## config.mk

```make
export PLATFORM = sky130hd
export DESIGN_NAME = windowed_frame_rate_meter
export DESIGN_NICKNAME = d
export VERILOG_FILES = /design/src/design/frm_pkg.sv /design/src/design/windowed_frame_rate_meter.sv /design/src/design/frm_div.sv /design/src/design/frm_ctrl.sv
export SDC_FILE = /design/constraint.sdc
export NUM_CORES = 2
export LEC_CHECK = 0
export ABC_CLOCK_PERIOD_IN_PS = 11500
export BUFFER_PORTS_ARGS = -buffer_cell sky130_fd_sc_hd__buf_2
export CORE_ASPECT_RATIO = 1.4
export CORE_MARGIN = 2
export CORE_UTILIZATION = 50
export CTS_CLUSTER_SIZE = 25
export DETAILED_ROUTE_END_ITERATION = 8
export PLACE_DENSITY = 0.65
export SLEW_MARGIN = 10
export SYNTH_ARGS = -nofsm -noshare
export SYNTH_HDL_FRONTEND = slang
export SYNTH_HIERARCHICAL = 1
export SYNTH_SLANG_ARGS = --single-unit
```

## constraint.sdc

```tcl
create_clock -name clk -period 11.5 [get_ports clk]
set_input_delay 0.575 -clock clk [delete_from_list [all_inputs] [get_ports clk]]
set_output_delay 0.575 -clock clk [all_outputs]
set_load 0.05 [all_outputs]
```

## src/design/frm_pkg.sv

```systemverilog
// Shared constants, codes and interface types for the windowed frame rate meter.
package frm_pkg;

  localparam int TIME_BITS     = 32;
  localparam int WIN_MAX       = 64;
  localparam int SLOT_BITS     = $clog2(WIN_MAX);
  localparam int COUNT_BITS    = $clog2(WIN_MAX + 1);
  localparam int SUM_BITS      = TIME_BITS + SLOT_BITS;
  localparam int RATE_BITS     = 30;
  localparam int STEP_BITS     = $clog2(SUM_BITS + 1);
  localparam int OUT_BITS      = COUNT_BITS + TIME_BITS + RATE_BITS;
  localparam int OUT_BYTES     = (OUT_BITS + 7) / 8;
  localparam int OUT_PAD       = OUT_BYTES * 8 - OUT_BITS;

  localparam logic [COUNT_BITS-1:0] WINDOW_RESET = COUNT_BITS'(16);
  localparam logic [COUNT_BITS-1:0] WINDOW_TOP   = COUNT_BITS'(WIN_MAX);
  localparam logic [RATE_BITS-1:0]  RATE_SCALE   = RATE_BITS'(1000000000);

  // Request kinds carried in tuser
  localparam logic REQ_RESTART = 1'b0;
  localparam logic REQ_TICK    = 1'b1;

  typedef struct packed {
    logic                start;
    logic [SUM_BITS-1:0] dividend;
    logic [SUM_BITS-1:0] divisor;
  } div_req_t;

  typedef struct packed {
    logic                done;
    logic [SUM_BITS-1:0] quotient;
  } div_rsp_t;

  typedef struct packed {
    logic                  valid;
    logic [COUNT_BITS-1:0] count;
    logic [TIME_BITS-1:0]  mean;
    logic [RATE_BITS-1:0]  rate;
  } result_t;

endpackage

```

## src/design/windowed_frame_rate_meter.sv

```systemverilog
// Top level of the windowed frame rate meter: ports, output register and wiring.
//
// channel   dir  handshake           payload
// s_*       in   s_tvalid/s_tready   tdata timestamp_us, tuser req_type
// m_*       out  m_tvalid/m_tready   tdata filled_count, mean_interval_us, rate_millihertz
// cfg_*     in   cfg_we              cfg_data window_size
//
// A tick goes from its input beat through the ring and sum update (SUB, ADD), two passes
// (start, one step per quotient bit, done) through the one shared bit-serial divider
// (mean, then rate) and the output register load, which waits in DONE until the output
// is free. With a zero sum the rate pass is skipped. A restart goes straight to DONE.
// s_tready is high only while the sequencer is idle and no window write is present.
// The result sits in an output register, so the next beat is taken while it waits.
// rst is synchronous; the ring contents are not cleared and need no sweep.
module windowed_frame_rate_meter (
  input  logic                               clk,
  input  logic                               rst,
  input  logic                               s_tvalid,
  output logic                               s_tready,
  input  logic [frm_pkg::TIME_BITS-1:0]      s_tdata,  // [31:0] timestamp_us
  input  logic [0:0]                         s_tuser,  // [0] req_type
  output logic                               m_tvalid,
  input  logic                               m_tready,
  // [6:0] filled_count, [38:7] mean_interval_us, [68:39] rate_millihertz, rest zero
  output logic [frm_pkg::OUT_BYTES*8-1:0]    m_tdata,
  input  logic                               cfg_we,
  input  logic [frm_pkg::COUNT_BITS-1:0]     cfg_data
);
  import frm_pkg::*;

  logic      out_free;
  result_t   result;
  div_req_t  div_req;
  div_rsp_t  div_rsp;

  assign out_free = !m_tvalid || m_tready;

  frm_ctrl u_ctrl (
    .clk      (clk),
    .rst      (rst),
    .cfg_we   (cfg_we),
    .cfg_data (cfg_data),
    .in_valid (s_tvalid),
    .in_ready (s_tready),
    .in_req   (s_tuser[0]),
    .in_time  (s_tdata),
    .out_free (out_free),
    .result   (result),
    .div_req  (div_req),
    .div_rsp  (div_rsp)
  );

  frm_div u_div (
    .clk (clk),
    .rst (rst),
    .req (div_req),
    .rsp (div_rsp)
  );

  // Output register: load a finished result, hold until taken
  always_ff @(posedge clk) begin
    if (rst) begin
      m_tvalid <= 1'b0;
    end else if (result.valid) begin
      m_tvalid <= 1'b1;
    end else if (m_tready) begin
      m_tvalid <= 1'b0;
    end
  end

  always_ff @(posedge clk) begin
    if (result.valid) begin
      m_tdata <= {{OUT_PAD{1'b0}}, result.rate, result.mean, result.count};
    end
  end

endmodule

```

## src/design/frm_div.sv

```systemverilog
// Shared restoring divider, one quotient bit per cycle.
module frm_div (
  input  logic              clk,
  input  logic              rst,
  input  frm_pkg::div_req_t req,
  output frm_pkg::div_rsp_t rsp
);
  import frm_pkg::*;

  logic                 busy;
  logic                 done;
  logic [STEP_BITS-1:0] step;
  logic [SUM_BITS-1:0]  divisor;
  logic [SUM_BITS-1:0]  quo;
  logic [SUM_BITS-1:0]  rem;
  logic [SUM_BITS:0]    rem_shift;
  logic [SUM_BITS+1:0]  diff;
  logic                 take;

  // Trial subtract of the divisor from the shifted remainder
  always_comb begin
    rem_shift = {rem, quo[SUM_BITS-1]};
    diff      = {1'b0, rem_shift} - {2'b00, divisor};
    take      = !diff[SUM_BITS+1];
  end

  // Control: busy for SUM_BITS steps, then pulse done
  always_ff @(posedge clk) begin
    if (rst) begin
      busy <= 1'b0;
      done <= 1'b0;
      step <= '0;
    end else begin
      done <= 1'b0;
      if (req.start) begin
        busy <= 1'b1;
        step <= STEP_BITS'(SUM_BITS);
      end else if (busy) begin
        step <= step - 1'b1;
        if (step == STEP_BITS'(1)) begin
          busy <= 1'b0;
          done <= 1'b1;
        end
      end
    end
  end

  // Datapath: shift in one quotient bit per step
  always_ff @(posedge clk) begin
    if (req.start) begin
      quo     <= req.dividend;
      rem     <= '0;
      divisor <= req.divisor;
    end else if (busy) begin
      rem <= take ? diff[SUM_BITS-1:0] : rem_shift[SUM_BITS-1:0];
      quo <= {quo[SUM_BITS-2:0], take};
    end
  end

  assign rsp.done     = done;
  assign rsp.quotient = quo;

`ifndef NO_ASSERTIONS
  a_no_restart_busy: assert property (@(posedge clk) disable iff (rst)
    req.start |-> !busy)
    else $error("divider started while busy");
`endif

endmodule

```

## src/design/frm_ctrl.sv

```systemverilog
// Sequencer, interval ring and window state of the frame rate meter.
module frm_ctrl (
  input  logic                           clk,
  input  logic                           rst,
  input  logic                           cfg_we,
  input  logic [frm_pkg::COUNT_BITS-1:0] cfg_data,
  input  logic                           in_valid,
  output logic                           in_ready,
  input  logic                           in_req,
  input  logic [frm_pkg::TIME_BITS-1:0]  in_time,
  input  logic                           out_free,
  output frm_pkg::result_t               result,
  output frm_pkg::div_req_t              div_req,
  input  frm_pkg::div_rsp_t              div_rsp
);
  import frm_pkg::*;

  typedef enum logic [7:0] {
    ST_IDLE      = 8'b0000_0001,
    ST_SUB       = 8'b0000_0010,
    ST_ADD       = 8'b0000_0100,
    ST_MEAN_GO   = 8'b0000_1000,
    ST_MEAN_WAIT = 8'b0001_0000,
    ST_RATE_GO   = 8'b0010_0000,
    ST_RATE_WAIT = 8'b0100_0000,
    ST_DONE      = 8'b1000_0000
  } state_t;

  state_t                state;
  logic [COUNT_BITS-1:0] window_size;
  logic [COUNT_BITS-1:0] win_eff;
  logic [SLOT_BITS-1:0]  write_slot;
  logic [COUNT_BITS-1:0] held_count;
  logic [SUM_BITS-1:0]   window_sum;
  logic [TIME_BITS-1:0]  previous_time;

  logic [TIME_BITS-1:0]  ring [WIN_MAX];
  logic [TIME_BITS-1:0]  rd_data;

  logic [SLOT_BITS-1:0]  slot_sel;
  logic [SLOT_BITS-1:0]  slot;
  logic                  full;
  logic [TIME_BITS-1:0]  interval;
  logic [SUM_BITS-1:0]   scaled;
  logic [TIME_BITS-1:0]  mean;
  logic [RATE_BITS-1:0]  rate;
  logic [COUNT_BITS:0]   slot_inc;
  logic                  accept;

  // Clamp the window to 1..WIN_MAX
  always_comb begin
    if (window_size == '0) begin
      win_eff = COUNT_BITS'(1);
    end else if (window_size > WINDOW_TOP) begin
      win_eff = WINDOW_TOP;
    end else begin
      win_eff = window_size;
    end
  end

  // Hold off input beats in the cycle of a window write
  assign accept   = in_valid && in_ready;
  assign in_ready = (state == ST_IDLE) && !cfg_we;
  assign slot_sel = ({1'b0, write_slot} < win_eff) ? write_slot : '0;
  assign slot_inc = {2'b00, slot} + (COUNT_BITS + 1)'(1);

  // Ring: read the oldest slot at accept, overwrite it once the sum drops it
  always_ff @(posedge clk) begin
    if (accept) begin
      rd_data <= ring[slot_sel];
    end
    if (state == ST_SUB) begin
      ring[slot] <= interval;
    end
  end

  // Item registers
  always_ff @(posedge clk) begin
    if (accept) begin
      slot     <= slot_sel;
      full     <= (held_count >= win_eff);
      interval <= in_time - previous_time;
    end
    if (state == ST_MEAN_GO) begin
      scaled <= SUM_BITS'(RATE_SCALE) * SUM_BITS'(held_count);
    end
  end

  // Sequencer and window state
  always_ff @(posedge clk) begin
    if (rst) begin
      state         <= ST_IDLE;
      window_size   <= WINDOW_RESET;
      write_slot    <= '0;
      held_count    <= '0;
      window_sum    <= '0;
      previous_time <= '0;
      mean          <= '0;
      rate          <= '0;
    end else begin
      case (state)
        ST_IDLE: begin
          // apply a window write, or take the next beat
          if (cfg_we) begin
            window_size <= cfg_data;
            write_slot  <= '0;
            held_count  <= '0;
            window_sum  <= '0;
          end else if (accept) begin
            previous_time <= in_time;
            if (in_req == REQ_RESTART) begin
              write_slot <= '0;
              held_count <= '0;
              window_sum <= '0;
              mean       <= '0;
              rate       <= '0;
              state      <= ST_DONE;
            end else begin
              state <= ST_SUB;
            end
          end
        end
        ST_SUB: begin
          // drop the overwritten interval once the window is full
          if (full) begin
            window_sum <= window_sum - SUM_BITS'(rd_data);
          end
          state <= ST_ADD;
        end
        ST_ADD: begin
          window_sum <= window_sum + SUM_BITS'(interval);
          write_slot <= (slot_inc >= {1'b0, win_eff}) ? '0 : slot_inc[SLOT_BITS-1:0];
          if (held_count < win_eff) begin
            held_count <= held_count + 1'b1;
          end
          state <= ST_MEAN_GO;
        end
        ST_MEAN_GO: begin
          state <= ST_MEAN_WAIT;
        end
        ST_MEAN_WAIT: begin
          if (div_rsp.done) begin
            mean <= div_rsp.quotient[TIME_BITS-1:0];
            if (window_sum == '0) begin
              rate  <= '0;
              state <= ST_DONE;
            end else begin
              state <= ST_RATE_GO;
            end
          end
        end
        ST_RATE_GO: begin
          state <= ST_RATE_WAIT;
        end
        ST_RATE_WAIT: begin
          if (div_rsp.done) begin
            // saturate when zero-length intervals push the rate over scale
            if (div_rsp.quotient > SUM_BITS'(RATE_SCALE)) begin
              rate <= RATE_SCALE;
            end else begin
              rate <= div_rsp.quotient[RATE_BITS-1:0];
            end
            state <= ST_DONE;
          end
        end
        ST_DONE: begin
          if (out_free) begin
            state <= ST_IDLE;
          end
        end
        default: begin
          state <= ST_IDLE;
        end
      endcase
    end
  end

  // Divider requests: mean = sum / count, rate = scale * count / sum
  always_comb begin
    div_req.start    = (state == ST_MEAN_GO) || (state == ST_RATE_GO);
    div_req.dividend = window_sum;
    div_req.divisor  = SUM_BITS'(held_count);
    if (state == ST_RATE_GO) begin
      div_req.dividend = scaled;
      div_req.divisor  = window_sum;
    end
  end

  assign result.valid = (state == ST_DONE) && out_free;
  assign result.count = held_count;
  assign result.mean  = mean;
  assign result.rate  = rate;

`ifndef NO_ASSERTIONS
  a_div_nonzero: assert property (@(posedge clk) disable iff (rst)
    div_req.start |-> (div_req.divisor != '0))
    else $error("division started with zero divisor");

  a_count_in_window: assert property (@(posedge clk) disable iff (rst)
    held_count <= win_eff)
    else $error("held count exceeds window");

  a_restart_clears: assert property (@(posedge clk) disable iff (rst)
    (accept && (in_req == REQ_RESTART)) |=> (held_count == '0) && (window_sum == '0))
    else $error("restart did not clear the window");
`endif

endmodule
```

==> results.toml <==
[outcome]
status = "finished, final reports clean"

[grt]
grt_pass1_wl_microns = 444000
grt_start_max_net_pins = 150
antenna_found_initial = 14
grt_pass1_vias = 64250
grt.total_usage_pct = 28.5
grt-ovfl-total = 0

[timing]
rsz0062_at_grt = "no"
final.setup.tns_ps = 0
fin_skew_ps = 62.0
setup_viol = 0
relSlewSlack_pct = 12.0
worst_pin_slew_ps = 1320
fin_crit_ps = 6390
fmax_ghz = 0.156
holdWs_ps = 86.3
maxSlewViolCount = 0
finalCritPeriodShare_pct = 55.6
final-hold-violation-count = 0

[clocking]
root_buffer = "clkbuf_16"
cts_buffer_depth = 4
cts_tree = "done"
cts_inserted_buffers = 231
htreeDepth = 4
clk_latency_ps = 900
clk_pin_slew_worst_paths_ps = 70
tritoncts_num_sinks = 2499

[yosys]
synth_area_sq_um = 105000
avgSynthCellArea_sq_um = 14.6
synth_cell_types = 103
postSynthCellCount = 7182
ys_ff_latch = 2499
ys_seq_area_share_pct = 69.5
synth_ff_type = "edfxtp_1"
yosysWarningCount = 6
synth_edf_count = 2292
async_reset_ff_share_pct = 0

[power_and_ir_drop]
ir_drop_mv = 0.132
p_sw_mw = 4.13
comb_power_share_pct = 5.3
power.internal_mw = 14.5
p_clk_share_pct = 40.3
swShare_pct = 22.1
seq_power_share_pct = 54.4
cellLeakagePower_nw = 39.0
power_density_nw_per_um2 = 159

[setup_path]
crit_path_start = "u_ctrl/window_size[6]"
critPathMaxFanout = 121
rr_startpoint = "u_ctrl/window_size[6]"
cp-start-kind = "flop"
path_class = "flop to flop"
cp_data_required_time_ps = 12060
arrival_ps = 6950
cp-end-kind = "flop"

[floorplanning]
dieArea_sq_um = 214000
fp.dieW_microns = 391
start_util_pct = 50.1
core_region_area_sq_um = 209000
num_rows = 199
ios = 119
dieHeight_microns = 546

[min_path]
hold_class = "input port to flop"
min_from = "cfg_we"

[routing]
drcViolationCount = 0
wirelength_microns = 311000
drtIter0Drc = 7696
wl_per_cell_microns = 30.1
firstDrtPassIters = 8
antenna_left = 0
avgViaCountPerCell = 6.42
vias = 66192

[run]
cap_violations = 0

[finish]
drive_gt1_share_pct = 12.9
synthToLayoutAreaGrowth_pct = 11.5
final_common_cell = "edfxtp_1"
layout.nets = 7580
final_cell_mix = "edfxtp_1 (2292), nand2_1 (611), a21oi_1 (384)"

[place]
place_congestion = 0.934
io_buffers = 115
post-dp-hpwl_microns = 184000
[state kept, by name, summed over array words and instances (netlist names), 7 cells and up]
signal                flops
u_ctrl/rate              30
u_div/rem                38
u_ctrl/scaled            28
u_ctrl/mean              32
u_ctrl/previous_time     32
u_div/quo                38
u_ctrl/window_size        7
m_tdata                  69
u_ctrl/interval          32
u_ctrl/rd_data           32
u_ctrl/ring            2048
u_ctrl/window_sum        38
u_div/divisor            38
u_ctrl/state              8
u_ctrl/held_count         7
[final cells by class]
| class | count | area [sq um] |
|---|---|---|
| multi-input combinational | 4039 | 30000 |
| clock inverter | 128 | 1190 |
| tap | 2814 | 3520 |
| inverter | 179 | 687 |
| sequential | 2499 | 73000 |
| fill | 16316 | 92300 |
| timing repair buffer | 354 | 2610 |
| antenna | 7 | 17.5 |
| clock buffer | 286 | 6060 |
[layer usage]
layer	share of wire, %	track usage, %
met1	35	34.5
met2	49	47.5
met3	8.7	4.88
met4	7.2	17.8
met5	0.014	0
[power groups by stage]
stage	Sequential, mW	Clock, mW	Combinational, mW
floorplan	10.4	0	0.511
global placement	10.3	0	0.938
detailed placement	10.3	0	0.958
CTS	10.1	7.59	0.976
global route	10.1	7.93	1.07
finish	10.1	7.52	0.986
[path summary, 6_finish.rpt]
kind,to,slack [ps],depth (start not counted)
setup reg to reg,u_ctrl/rd_data[2],5110,16
setup / recovery,u_ctrl/rd_data[2],5110,16
hold / removal,u_ctrl/window_size[2],90,3
hold reg to reg,m_tdata[40],420,0
[synth_stat cells (57+ instances only)]
master	n	area, sq um
o221ai_1	134	1170
a31oi_1	156	976
ha_1	199	2490
a21o_1	62	465
inv_1	174	653
and3_1	131	820
o21ai_0	167	836
mux4_2	154	3470
edfxtp_1	2292	68800
mux2i_1	221	2210
clkbuf_1	333	1250
nand2_1	620	2330
nand3_1	91	455
o22ai_1	230	1440
a221oi_1	143	1250
xor2_1	76	666
buf_2	79	395
nor3_1	57	285
a22oi_1	62	465
dfxtp_1	207	4140
a21oi_1	386	1930
a211oi_1	137	1030
nor2_1	335	1260
xnor2_1	87	762
[cells by family (layout without fill, tap and decap cells)]
group,count (synthesis),in the layout,synth area share (%)
flip-flops,2499,2499,69.5
adder cells (fa/ha/maj),231,231,2.98
multiplexers,413,413,5.82
buffers and inverters,646,947,2.48
other,1,10,0.00357
AND/OR/NAND/NOR,1465,1465,6.45
AO/OA/AOI/OAI,1764,1764,11.4
XOR/XNOR,163,163,1.36
[what timing repair did]
action / 4_1_cts / 5_1_grt
setup buffers: 0 / 0
endpoints found under the hold margin: 40 / 0
hold buffers: 40 / 0
gates resized for setup: 0 / 0
[stage by stage]
stage | setup WS, ps | utilization (%) | power (mW) | instance area [sq um] | std cells
finish | 5110 | 55.9 | 18.6 | 117000 | 10306
global route | 4940 | 55.9 | 19.1 | 117000 | 10302
CTS | 5140 | 55.9 | 18.7 | 117000 | 10299
detailed placement | 5160 | 52.2 | 11.3 | 109000 | 9845
global placement | 4520 | 52.2 | 11.3 | 109000 | 9838
floorplan | 6580 | - | 10.9 | 105000 | 7184
[worst max-delay path, cell delays in order, from the launching register on]
cell and delay (ps):
dfxtp_1 470, inv_1 180, nand2_1 160, ha_1 260, a21o_1 170, a21oi_1 210
nor2_1 110, o31ai_4 270, buf_12 490, nand2_8 440, inv_8 710, buf_12 540
mux4_2 420, nand2_1 90, a311oi_1 160, o21ai_0 930, o21ai_0 200
No activity file was read; power rests on OpenSTA's default activity.
